File: src/hw/rtl/pccms_pkg.sv
// Shared widths, coefficient table, register codes and saturation helper for the converter step.
package pccms_pkg;

  localparam int DW        = 32;
  localparam int FracBits  = 16;
  localparam int GainW     = 24;
  localparam int LimW      = 31;
  localparam int CoefW     = 18;
  localparam int OpBW      = GainW + 1;
  localparam int ProdW     = DW + OpBW;
  localparam int RndW      = ProdW - FracBits;
  localparam int AccW      = 48;
  localparam int NumStates = 6;
  localparam int IdxW      = 3;

  localparam logic [IdxW-1:0] LastRow  = IdxW'(NumStates - 1);
  localparam logic [IdxW-1:0] DriveCol = IdxW'(NumStates);

  localparam logic [GainW-1:0] KpReset  = GainW'(65536);
  localparam logic [GainW-1:0] KiReset  = GainW'(6554);
  localparam logic [LimW-1:0]  IlReset  = LimW'(655360);
  localparam logic [LimW-1:0]  DlReset  = LimW'(655360);

  typedef enum logic [1:0] {
    CfgKp = 2'd0,
    CfgKi = 2'd1,
    CfgIntLimit = 2'd2,
    CfgDriveLimit = 2'd3
  } cfg_idx_e;

  // Row r gives new state r from (i1, u1, i2, u2, i3, u3, drive), Q2.16.
  localparam logic signed [CoefW-1:0] COEF [NumStates][NumStates+1] = '{
    '{ 18'sd63255, -18'sd1127,   18'sd374,   -18'sd380,    18'sd341,  -18'sd1645,  18'sd3087 },
    '{ 18'sd50672,  18'sd8205,   18'sd15172,  18'sd4588,   18'sd8402,  18'sd50817, 18'sd2471 },
    '{ 18'sd54251, -18'sd49296, -18'sd6265,   18'sd21620, -18'sd31818, 18'sd25657, 18'sd2648 },
    '{ 18'sd65195,  18'sd17400, -18'sd25218,  18'sd27604,  18'sd25736, 18'sd18999, 18'sd3178 },
    '{ 18'sd50122, -18'sd27296, -18'sd31818, -18'sd22059, -18'sd6462,  18'sd47717, 18'sd2444 },
    '{ 18'sd72457,  18'sd49722,  18'sd7727,   18'sd4902,  -18'sd14365, 18'sd9771,  18'sd3532 }
  };

  localparam logic signed [AccW-1:0] SatHi =
    $signed({{(AccW-DW+1){1'b0}}, {(DW-1){1'b1}}});
  localparam logic signed [AccW-1:0] SatLo =
    $signed({{(AccW-DW+1){1'b1}}, {(DW-1){1'b0}}});

  function automatic logic signed [DW-1:0] sat_dw(input logic signed [AccW-1:0] v);
    logic signed [DW-1:0] r;
    if (v > SatHi) begin
      r = SatHi[DW-1:0];
    end else if (v < SatLo) begin
      r = SatLo[DW-1:0];
    end else begin
      r = v[DW-1:0];
    end
    return r;
  endfunction

endpackage

File: src/hw/rtl/pccms_if.sv
// Valid/ready channel interfaces for the reference request and the result.
interface pccms_in_if;
  import pccms_pkg::*;
  logic                 valid;
  logic                 ready;
  logic signed [DW-1:0] voltage_ref;
  modport source (output valid, output voltage_ref, input ready);
  modport sink (input valid, input voltage_ref, output ready);
endinterface

interface pccms_out_if;
  import pccms_pkg::*;
  logic                 valid;
  logic                 ready;
  logic signed [DW-1:0] output_voltage;
  logic signed [DW-1:0] drive_value;
  modport source (output valid, output output_voltage, output drive_value, input ready);
  modport sink (input valid, input output_voltage, input drive_value, output ready);
endinterface

File: src/hw/rtl/pi_controlled_converter_model_step_unit.sv
// Top level: PI controller with anti-windup feeding a six-state converter model.
// Each accepted reference request produces one result (new u3 and the drive): the
// error, the integral update and the drive are formed in turn, the 42 matrix terms run
// through the one shared 32x25 multiplier (one product issued per cycle, accumulated
// in the cycle after), the output step commits the states and loads the output
// register, and the unit returns to idle to take the next request. The input is ready
// only in idle; a finished result waits in the output register while the next request
// is taken, and the unit stalls before loading a new result until the old one is taken.
// Values are signed Q16.16 with saturation; gains are unsigned Q8.16.
module pi_controlled_converter_model_step_unit (
  input  logic                             clk_i,
  input  logic                             rst_ni,
  input  logic                             cfg_we_i,
  input  pccms_pkg::cfg_idx_e              cfg_idx_i,
  input  logic [pccms_pkg::LimW-1:0]       cfg_data_i,
  pccms_in_if.sink                         in_i,
  pccms_out_if.source                      out_o
);
  import pccms_pkg::*;

  typedef enum logic [7:0] {
    S_IDLE = 8'b0000_0001,
    S_ERR  = 8'b0000_0010,
    S_KI   = 8'b0000_0100,
    S_INT  = 8'b0000_1000,
    S_REJ  = 8'b0001_0000,
    S_DRV  = 8'b0010_0000,
    S_MAC  = 8'b0100_0000,
    S_OUT  = 8'b1000_0000
  } state_e;

  state_e state_q, state_d;

  logic [GainW-1:0] kp_q, ki_q;
  logic [LimW-1:0]  il_q, dl_q;

  logic signed [DW-1:0] ref_q, err_q, integ_q, inew_q, drive_q;
  logic signed [DW-1:0] st_q [NumStates];
  logic signed [DW-1:0] nxt_q [NumStates];
  logic signed [AccW-1:0] acc_q, acc_d;

  logic [IdxW-1:0] row_q, row_d, col_q, col_d, prow_q, pcol_q;
  logic            iss_q, iss_d, pvld_q, pvld_d;
  logic            out_vld_q, out_vld_d, out_load;
  logic signed [DW-1:0] out_v_q, out_dr_q;

  logic                   mul_en;
  logic signed [DW-1:0]   mul_a;
  logic signed [OpBW-1:0] mul_b;
  logic signed [RndW-1:0] rnd;

  logic signed [DW-1:0] err_w, isat_w, iclamp_w, drive_w, lim_w, mag_w;
  logic                 last_term;

  pccms_mul u_mul (
    .clk_i (clk_i),
    .en_i  (mul_en),
    .a_i   (mul_a),
    .b_i   (mul_b),
    .rnd_o (rnd)
  );

  assign in_i.ready          = (state_q == S_IDLE);
  assign out_o.valid         = out_vld_q;
  assign out_o.output_voltage = out_v_q;
  assign out_o.drive_value   = out_dr_q;

  // Operand selection for the shared multiplier.
  always_comb begin
    mul_a  = err_q;
    mul_b  = $signed({1'b0, ki_q});
    mul_en = 1'b0;
    unique case (state_q)
      S_KI: begin
        mul_en = 1'b1;
      end
      S_INT: begin
        mul_en = 1'b1;
        mul_b  = $signed({1'b0, kp_q});
      end
      S_MAC: begin
        mul_en = iss_q;
        if (col_q == DriveCol) begin
          mul_a = drive_q;
        end else begin
          mul_a = st_q[col_q];
        end
        mul_b = OpBW'(COEF[row_q][col_q]);
      end
      default: begin
        mul_en = 1'b0;
      end
    endcase
  end

  // Controller arithmetic.
  always_comb begin
    err_w  = sat_dw(AccW'(ref_q) - AccW'(st_q[LastRow]));
    isat_w = sat_dw(AccW'(integ_q) + AccW'(rnd));
    lim_w  = $signed({1'b0, il_q});
    if (isat_w > lim_w) begin
      iclamp_w = lim_w;
    end else if (isat_w < -lim_w) begin
      iclamp_w = -lim_w;
    end else begin
      iclamp_w = isat_w;
    end
    mag_w   = inew_q[DW-1] ? -inew_q : inew_q;
    drive_w = sat_dw(AccW'(rnd) + AccW'(integ_q));
  end

  assign last_term = pvld_q && (prow_q == LastRow) && (pcol_q == DriveCol);

  always_comb begin
    state_d   = state_q;
    row_d     = row_q;
    col_d     = col_q;
    iss_d     = iss_q;
    pvld_d    = 1'b0;
    out_load  = 1'b0;
    acc_d     = ((pcol_q == '0) ? '0 : acc_q) + AccW'(rnd);
    unique case (state_q)
      S_IDLE: begin
        if (in_i.valid) begin
          state_d = S_ERR;
        end
      end
      S_ERR: state_d = S_KI;
      S_KI:  state_d = S_INT;
      S_INT: state_d = S_REJ;
      S_REJ: state_d = S_DRV;
      S_DRV: begin
        state_d = S_MAC;
        row_d   = '0;
        col_d   = '0;
        iss_d   = 1'b1;
      end
      S_MAC: begin
        if (iss_q) begin
          pvld_d = 1'b1;
          if (col_q == DriveCol) begin
            col_d = '0;
            if (row_q == LastRow) begin
              iss_d = 1'b0;
            end else begin
              row_d = row_q + IdxW'(1);
            end
          end else begin
            col_d = col_q + IdxW'(1);
          end
        end
        if (last_term) begin
          state_d = S_OUT;
        end
      end
      S_OUT: begin
        if (!out_vld_q || out_o.ready) begin
          out_load = 1'b1;
          state_d  = S_IDLE;
        end
      end
      default: state_d = S_IDLE;
    endcase
    out_vld_d = (out_vld_q && !out_o.ready) || out_load;
  end

  always_ff @(posedge clk_i or negedge rst_ni) begin
    if (!rst_ni) begin
      state_q   <= S_IDLE;
      row_q     <= '0;
      col_q     <= '0;
      iss_q     <= 1'b0;
      pvld_q    <= 1'b0;
      out_vld_q <= 1'b0;
      kp_q      <= KpReset;
      ki_q      <= KiReset;
      il_q      <= IlReset;
      dl_q      <= DlReset;
      integ_q   <= '0;
      for (int i = 0; i < NumStates; i++) begin
        st_q[i] <= '0;
      end
    end else begin
      state_q   <= state_d;
      row_q     <= row_d;
      col_q     <= col_d;
      iss_q     <= iss_d;
      pvld_q    <= pvld_d;
      out_vld_q <= out_vld_d;
      if (cfg_we_i) begin
        unique case (cfg_idx_i)
          CfgKp:         kp_q <= cfg_data_i[GainW-1:0];
          CfgKi:         ki_q <= cfg_data_i[GainW-1:0];
          CfgIntLimit:   il_q <= cfg_data_i;
          CfgDriveLimit: dl_q <= cfg_data_i;
          default:       kp_q <= kp_q;
        endcase
      end
      // A clamped integral at or beyond the drive limit is rejected.
      if (state_q == S_REJ && $unsigned(mag_w) < {1'b0, dl_q}) begin
        integ_q <= inew_q;
      end
      if (out_load) begin
        for (int i = 0; i < NumStates; i++) begin
          st_q[i] <= nxt_q[i];
        end
      end
    end
  end

  always_ff @(posedge clk_i) begin
    if (in_i.valid && in_i.ready) begin
      ref_q <= in_i.voltage_ref;
    end
    if (state_q == S_ERR) begin
      err_q <= err_w;
    end
    if (state_q == S_INT) begin
      inew_q <= iclamp_w;
    end
    if (state_q == S_DRV) begin
      drive_q <= drive_w;
    end
    if (state_q == S_MAC && iss_q) begin
      prow_q <= row_q;
      pcol_q <= col_q;
    end
    if (pvld_q) begin
      acc_q <= acc_d;
      if (pcol_q == DriveCol) begin
        nxt_q[prow_q] <= sat_dw(acc_d);
      end
    end
    if (out_load) begin
      out_v_q  <= nxt_q[LastRow];
      out_dr_q <= drive_q;
    end
  end

  a_accept_to_err: assert property (@(posedge clk_i) disable iff (!rst_ni)
    in_i.valid && in_i.ready |=> state_q == S_ERR)
    else $error("accepted request did not start the error step");

  a_result_from_out: assert property (@(posedge clk_i) disable iff (!rst_ni)
    $rose(out_vld_q) |-> $past(state_q) == S_OUT)
    else $error("result became valid outside the output step");

  a_mac_no_gap: assert property (@(posedge clk_i) disable iff (!rst_ni)
    state_q == S_MAC && !iss_q |-> pvld_q)
    else $error("matrix pass stalled with no product pending");

  a_idle_quiet: assert property (@(posedge clk_i) disable iff (!rst_ni)
    in_i.ready |-> !iss_q && !pvld_q)
    else $error("ready while the matrix pass is still running");

endmodule

File: src/hw/rtl/pccms_mul.sv
// Shared signed multiplier with product register and round-to-nearest back to Q.16.
module pccms_mul (
  input  logic                                clk_i,
  input  logic                                en_i,
  input  logic signed [pccms_pkg::DW-1:0]     a_i,
  input  logic signed [pccms_pkg::OpBW-1:0]   b_i,
  output logic signed [pccms_pkg::RndW-1:0]   rnd_o
);
  import pccms_pkg::*;

  localparam logic signed [ProdW-1:0] RndHalf = ProdW'(1) <<< (FracBits - 1);

  logic signed [ProdW-1:0] prod_q;
  logic signed [ProdW-1:0] prod_d;
  logic signed [ProdW-1:0] biased;

  assign prod_d = ProdW'(a_i) * ProdW'(b_i);

  always_ff @(posedge clk_i) begin
    if (en_i) begin
      prod_q <= prod_d;
    end
  end

  // Adding half an LSB and dropping the fraction rounds ties toward +infinity.
  assign biased = prod_q + RndHalf;
  assign rnd_o  = biased[ProdW-1:FracBits];

endmodule

File: src/flat_wrapper.sv
// flat-port wrapper written by rule: the top's interface ports become plain ports
module pi_controlled_converter_model_step_unit_flat import pccms_pkg::*;
  (clk_i, rst_ni, cfg_we_i, cfg_idx_i, cfg_data_i, in_i_valid, in_i_voltage_ref, in_i_ready, out_o_valid, out_o_output_voltage, out_o_drive_value, out_o_ready);
  pccms_in_if in_i_i ();
  pccms_out_if out_o_i ();
  input  logic clk_i;
  input  logic rst_ni;
  input  logic cfg_we_i;
  input  pccms_pkg::cfg_idx_e cfg_idx_i;
  input  logic [pccms_pkg::LimW-1:0] cfg_data_i;
  input wire logic [$bits(in_i_i.valid)-1:0] in_i_valid;
  input wire logic [$bits(in_i_i.voltage_ref)-1:0] in_i_voltage_ref;
  output wire logic [$bits(in_i_i.ready)-1:0] in_i_ready;
  output wire logic [$bits(out_o_i.valid)-1:0] out_o_valid;
  output wire logic [$bits(out_o_i.output_voltage)-1:0] out_o_output_voltage;
  output wire logic [$bits(out_o_i.drive_value)-1:0] out_o_drive_value;
  input wire logic [$bits(out_o_i.ready)-1:0] out_o_ready;
  assign in_i_i.valid = in_i_valid;
  assign in_i_i.voltage_ref = in_i_voltage_ref;
  assign in_i_ready = in_i_i.ready;
  assign out_o_valid = out_o_i.valid;
  assign out_o_output_voltage = out_o_i.output_voltage;
  assign out_o_drive_value = out_o_i.drive_value;
  assign out_o_i.ready = out_o_ready;
  pi_controlled_converter_model_step_unit u_core (.clk_i(clk_i), .rst_ni(rst_ni), .cfg_we_i(cfg_we_i), .cfg_idx_i(cfg_idx_i), .cfg_data_i(cfg_data_i), .in_i(in_i_i), .out_o(out_o_i));
endmodule
File: config.mk
export PLATFORM = sky130hd
export DESIGN_NAME = pi_controlled_converter_model_step_unit_flat
export DESIGN_NICKNAME = d
export VERILOG_FILES = /design/src/hw/rtl/pccms_pkg.sv /design/src/hw/rtl/pccms_if.sv /design/src/hw/rtl/pi_controlled_converter_model_step_unit.sv /design/src/hw/rtl/pccms_mul.sv /design/src/flat_wrapper.sv
export SDC_FILE = /design/constraint.sdc
export NUM_CORES = 2
export LEC_CHECK = 0
export BUFFER_PORTS_ARGS = -buffer_cell sky130_fd_sc_hd__buf_4
export CAP_MARGIN = 20
export CELL_PAD_IN_SITES_DETAIL_PLACEMENT = 0
export CELL_PAD_IN_SITES_GLOBAL_PLACEMENT = 2
export CORE_UTILIZATION = 34
export DETAILED_ROUTE_END_ITERATION = 8
export PLACE_DENSITY_LB_ADDON = 0.1
export RECOVER_POWER = 25
export SYNTH_ARGS = -nofsm -noshare
export SYNTH_HDL_FRONTEND = slang
export SYNTH_SLANG_ARGS = --single-unit
File: constraint.sdc
create_clock -name clk_i -period 9.3 [get_ports clk_i]
set_input_delay 2.79 -clock clk_i [delete_from_list [all_inputs] [get_ports clk_i]]
set_output_delay 2.79 -clock clk_i [all_outputs]
set_load 0.02 [all_outputs]
==> flow_summary_export.csv <==
group,metric,value,unit
global_route,grt_pass1_vias,56670,
layout,final_cells,10580,
yosys,synth_cell_types,99,
placed_design,dpl.hpwl,220500,um
drt,routed_via_density,5.068,
status,status,"finished clean",
cts,clk_pin_slew_worst_paths,0.07,ns
setup_path,crit_type,"reg2reg",
drt,drc,0,
run,maxCapViolations,0,
setup_path,cpPeakStageDelay,0.58,ns
setup_path,crit_arrival,9.55,ns
global_route,antenna_found_initial,12,
die,dieArea,209800,um^2
global_route,overflow,0,
sta,relSlewSlack,27.41,%
setup_path,cp_num_cells,38,
die,initial_core_util,34.19,%
sta,timing.final.max_slew_violations,0,
yosys,synth-seq-cells,831,
die,io_pins,136,
drt,wl_per_cell,25.75,um
sta,setup-tns-final,0,ns
setup_path,r2r_setup_slack,0.23,ns
drt,drt-initial-drc-count,3308,
die,core_area,206900,um^2
setup_path,crit_family,"adder cells",
global_route,grt_start_max_net_pins,162,
yosys,async_reset_ff_share,42.24,%
cts,cts_tree,"built",
placed_design,routabilityCongestion,0.9000,
layout,final_cell_mix,"nand2_1 (1182), inv_1 (953), buf_4 (810)",
cts,clock-sinks,831,
setup_path,crit_path_end_kind,"flop",
cts,cts.hold.buffers_added,0,
sta,hold_slack,0.4051,ns
min_path,hold_class,"reg2reg",
cts,cts_buffers,94,
yosys,syn_area,70720,um^2
cts,cts_htree_levels,3,
cts,clockBufferDepth,3,
sta,min_period_over_period,97.55,%
yosys,avgSynthCellArea,10.06,um^2
sta,max_freq,110.2,MHz
sta,setup_viol,0,
global_route,grtUsageTotal,26.16,%
sta,rsz0062_at_grt,"true",
drt,detail-route-antenna-nets,0,
die,rows,167,
yosys,synth-edff-count,480,
yosys,synth_fp_nets,8301,
yosys,postSynthCellCount,7029,
setup_path,critical_path_buf_inv_count,12,
placed_design,dp_slack,-0.5646,ns
setup_path,startpoint,"u_core.col_q[0]",
setup_path,required,9.78,ns
sta,setup_ws,0.2283,ns
setup_path,cp_max_fo,25,
placed_design,dp_cells,10340,
setup_path,cp-endpoint,"u_core.u_mul.prod_q[54]",
cts,clk_latency,0.78,ns
yosys,yosysSeqAreaShare,32.82,%
global_route,grt_pass1_wl,399800,um
yosys,synth-main-ff-cell,"edfxtp_1",
sta,hold_viol,0,
sta,finClkSkew,0.09500,ns
drt,dr.pass1.iters,5,
setup_path,reg2regPathDepth,38,
drt,vias,53650,
yosys,synth-warning-count,0,
setup_path,cp_slowest_cell,"fa_2",
setup_path,rr_startpoint,"u_core.col_q[0]",
die,die_height,458.1,um
layout,final_common_cell,"nand2_1",
setup_path,worstReg2RegEnd,"u_core.u_mul.prod_q[54]",
cts,cts_root_buf,"clkbuf_16",
layout,syn_to_final_growth,22.53,%
layout,drive_gt1_share,20.67,%
layout,nets,9067,
sta,worst_pin_slew,1.089,ns
placed_design,io_buffers,135,
drt,wirelength,272500,um
die,die_w,458.1,um
setup_path,cpMostUsedCell,"fa_1",
setup_path,start_kind,"flop",
layout,fillers,20370,
sta,finalCriticalPeriod,9.072,ns
-- metrics by stage --
step / utilization, % / instance area (um^2)
2_1_floorplan: - / 70820
3_3_place_gp: 39.22 / 81130
3_5_place_dp: 39.22 / 81140
4_1_cts: 41.05 / 84910
5_1_grt: 41.89 / 86650
6_report: 41.89 / 86660
-- cell type report --
| type | instances | area (um^2) | area share [%] |
|---|---|---|---|
| inverters | 976 | 3669 | 4.233 |
| clock inverters | 50 | 787.0 | 0.9082 |
| diodes | 4 | 10.01 | 0.01155 |
| well taps | 2704 | 3383 | 3.904 |
| clock buffers | 127 | 2599 | 2.999 |
| multi-input cells | 4912 | 44000 | 50.78 |
| flip-flops and latches | 831 | 23230 | 26.80 |
| repair buffers | 980 | 8982 | 10.37 |
-- cells in the mapped netlist, types with 55 or more instances --
cell         n  area share, %
nor2b_1     82           0.73
o21ai_0    245            1.7
fa_1       822             23
a21o_1     112            1.2
inv_1      974            5.2
nor3_1      76           0.54
clkbuf_1   254            1.3
nor2_1     467            2.5
ha_1       380            6.7
a21oi_1    264            1.9
edfxtp_1   480             20
mux2i_1     55           0.78
xor2_1      66           0.82
nand2_1   1191            6.3
nand3_1     68           0.48
mux2_2     140            2.2
dfrtp_1    338             12
xnor2_1    175            2.2
o21a_1      62           0.66
-- flip-flops by register name, indices dropped and copies added, names as in the netlist, 3 cells and up --
signal / count
u_core.nxt_q: 192
u_core.st_q: 192
u_core.acc_q: 48
u_core.u_mul.prod_q: 42
u_core.drive_q: 32
u_core.err_q: 32
u_core.inew_q: 32
u_core.integ_q: 32
u_core.out_o.drive_value: 32
u_core.out_o.output_voltage: 32
u_core.ref_q: 32
u_core.dl_q: 31
u_core.il_q: 31
u_core.ki_q: 24
u_core.kp_q: 24
u_core.state_q: 8
u_core.col_q: 3
u_core.pcol_q: 3
u_core.prow_q: 3
u_core.row_q: 3
-- worst min path at each step --
stage	from	to	slack (ns)	depth (start not counted)
floorplan	u_core.nxt_q[2][4]	u_core.st_q[100]	0.42	2
global placement	u_core.nxt_q[1][12]	u_core.st_q[140]	0.42	2
detailed placement	u_core.nxt_q[1][20]	u_core.st_q[148]	0.43	2
CTS	u_core.nxt_q[4][5]	u_core.st_q[37]	0.41	2
global route	u_core.nxt_q[4][5]	u_core.st_q[37]	0.42	2
finish	u_core.nxt_q[4][5]	u_core.st_q[37]	0.41	2
-- worst min-delay path, cell delays in order, from the launching register on --
cell and delay [ns]:
edfxtp_1 0.32, nand2_1 0.04, nand2_1 0.05
-- kinds of logic (layout without fill, tap and decap cells) --
kind of cell / Yosys count / count (layout) / synth area share (%)
DFF: 831 / 831 / 32.82
AOI/OAI and AO/OA: 1081 / 1081 / 10.03
adders and majority gates: 1206 / 1206 / 30.05
buffers and inverters: 1286 / 2133 / 6.910
xor gates and xnor gates: 243 / 243 / 3.048
and+or+nand+nor: 2153 / 2153 / 13.08
muxes: 229 / 229 / 4.058
other: 0 / 4 / 0
-- routing by layer --
metal	part of all wire [%]	wire length [um]	track usage [%]	vias to the layer above
met5	0	0	0	-
met4	2.7	7423	6.995	0
met3	3.1	8352	1.886	224
met2	49	134600	44.64	996
met1	45	122100	35.76	27710
li1	-	-	-	24710
-- repair_timing --
item / CTS / global route
endpoints found under the setup margin: 25 / 55
pin swaps: 23 / 179
cloned: 1 / 6
gates resized for setup: 82 / 329
setup buffers: 13 / 52
Power is left out: the tool's default activity adds up to more than one toggle a clock period on the data nets, which glitch-free logic cannot reach.
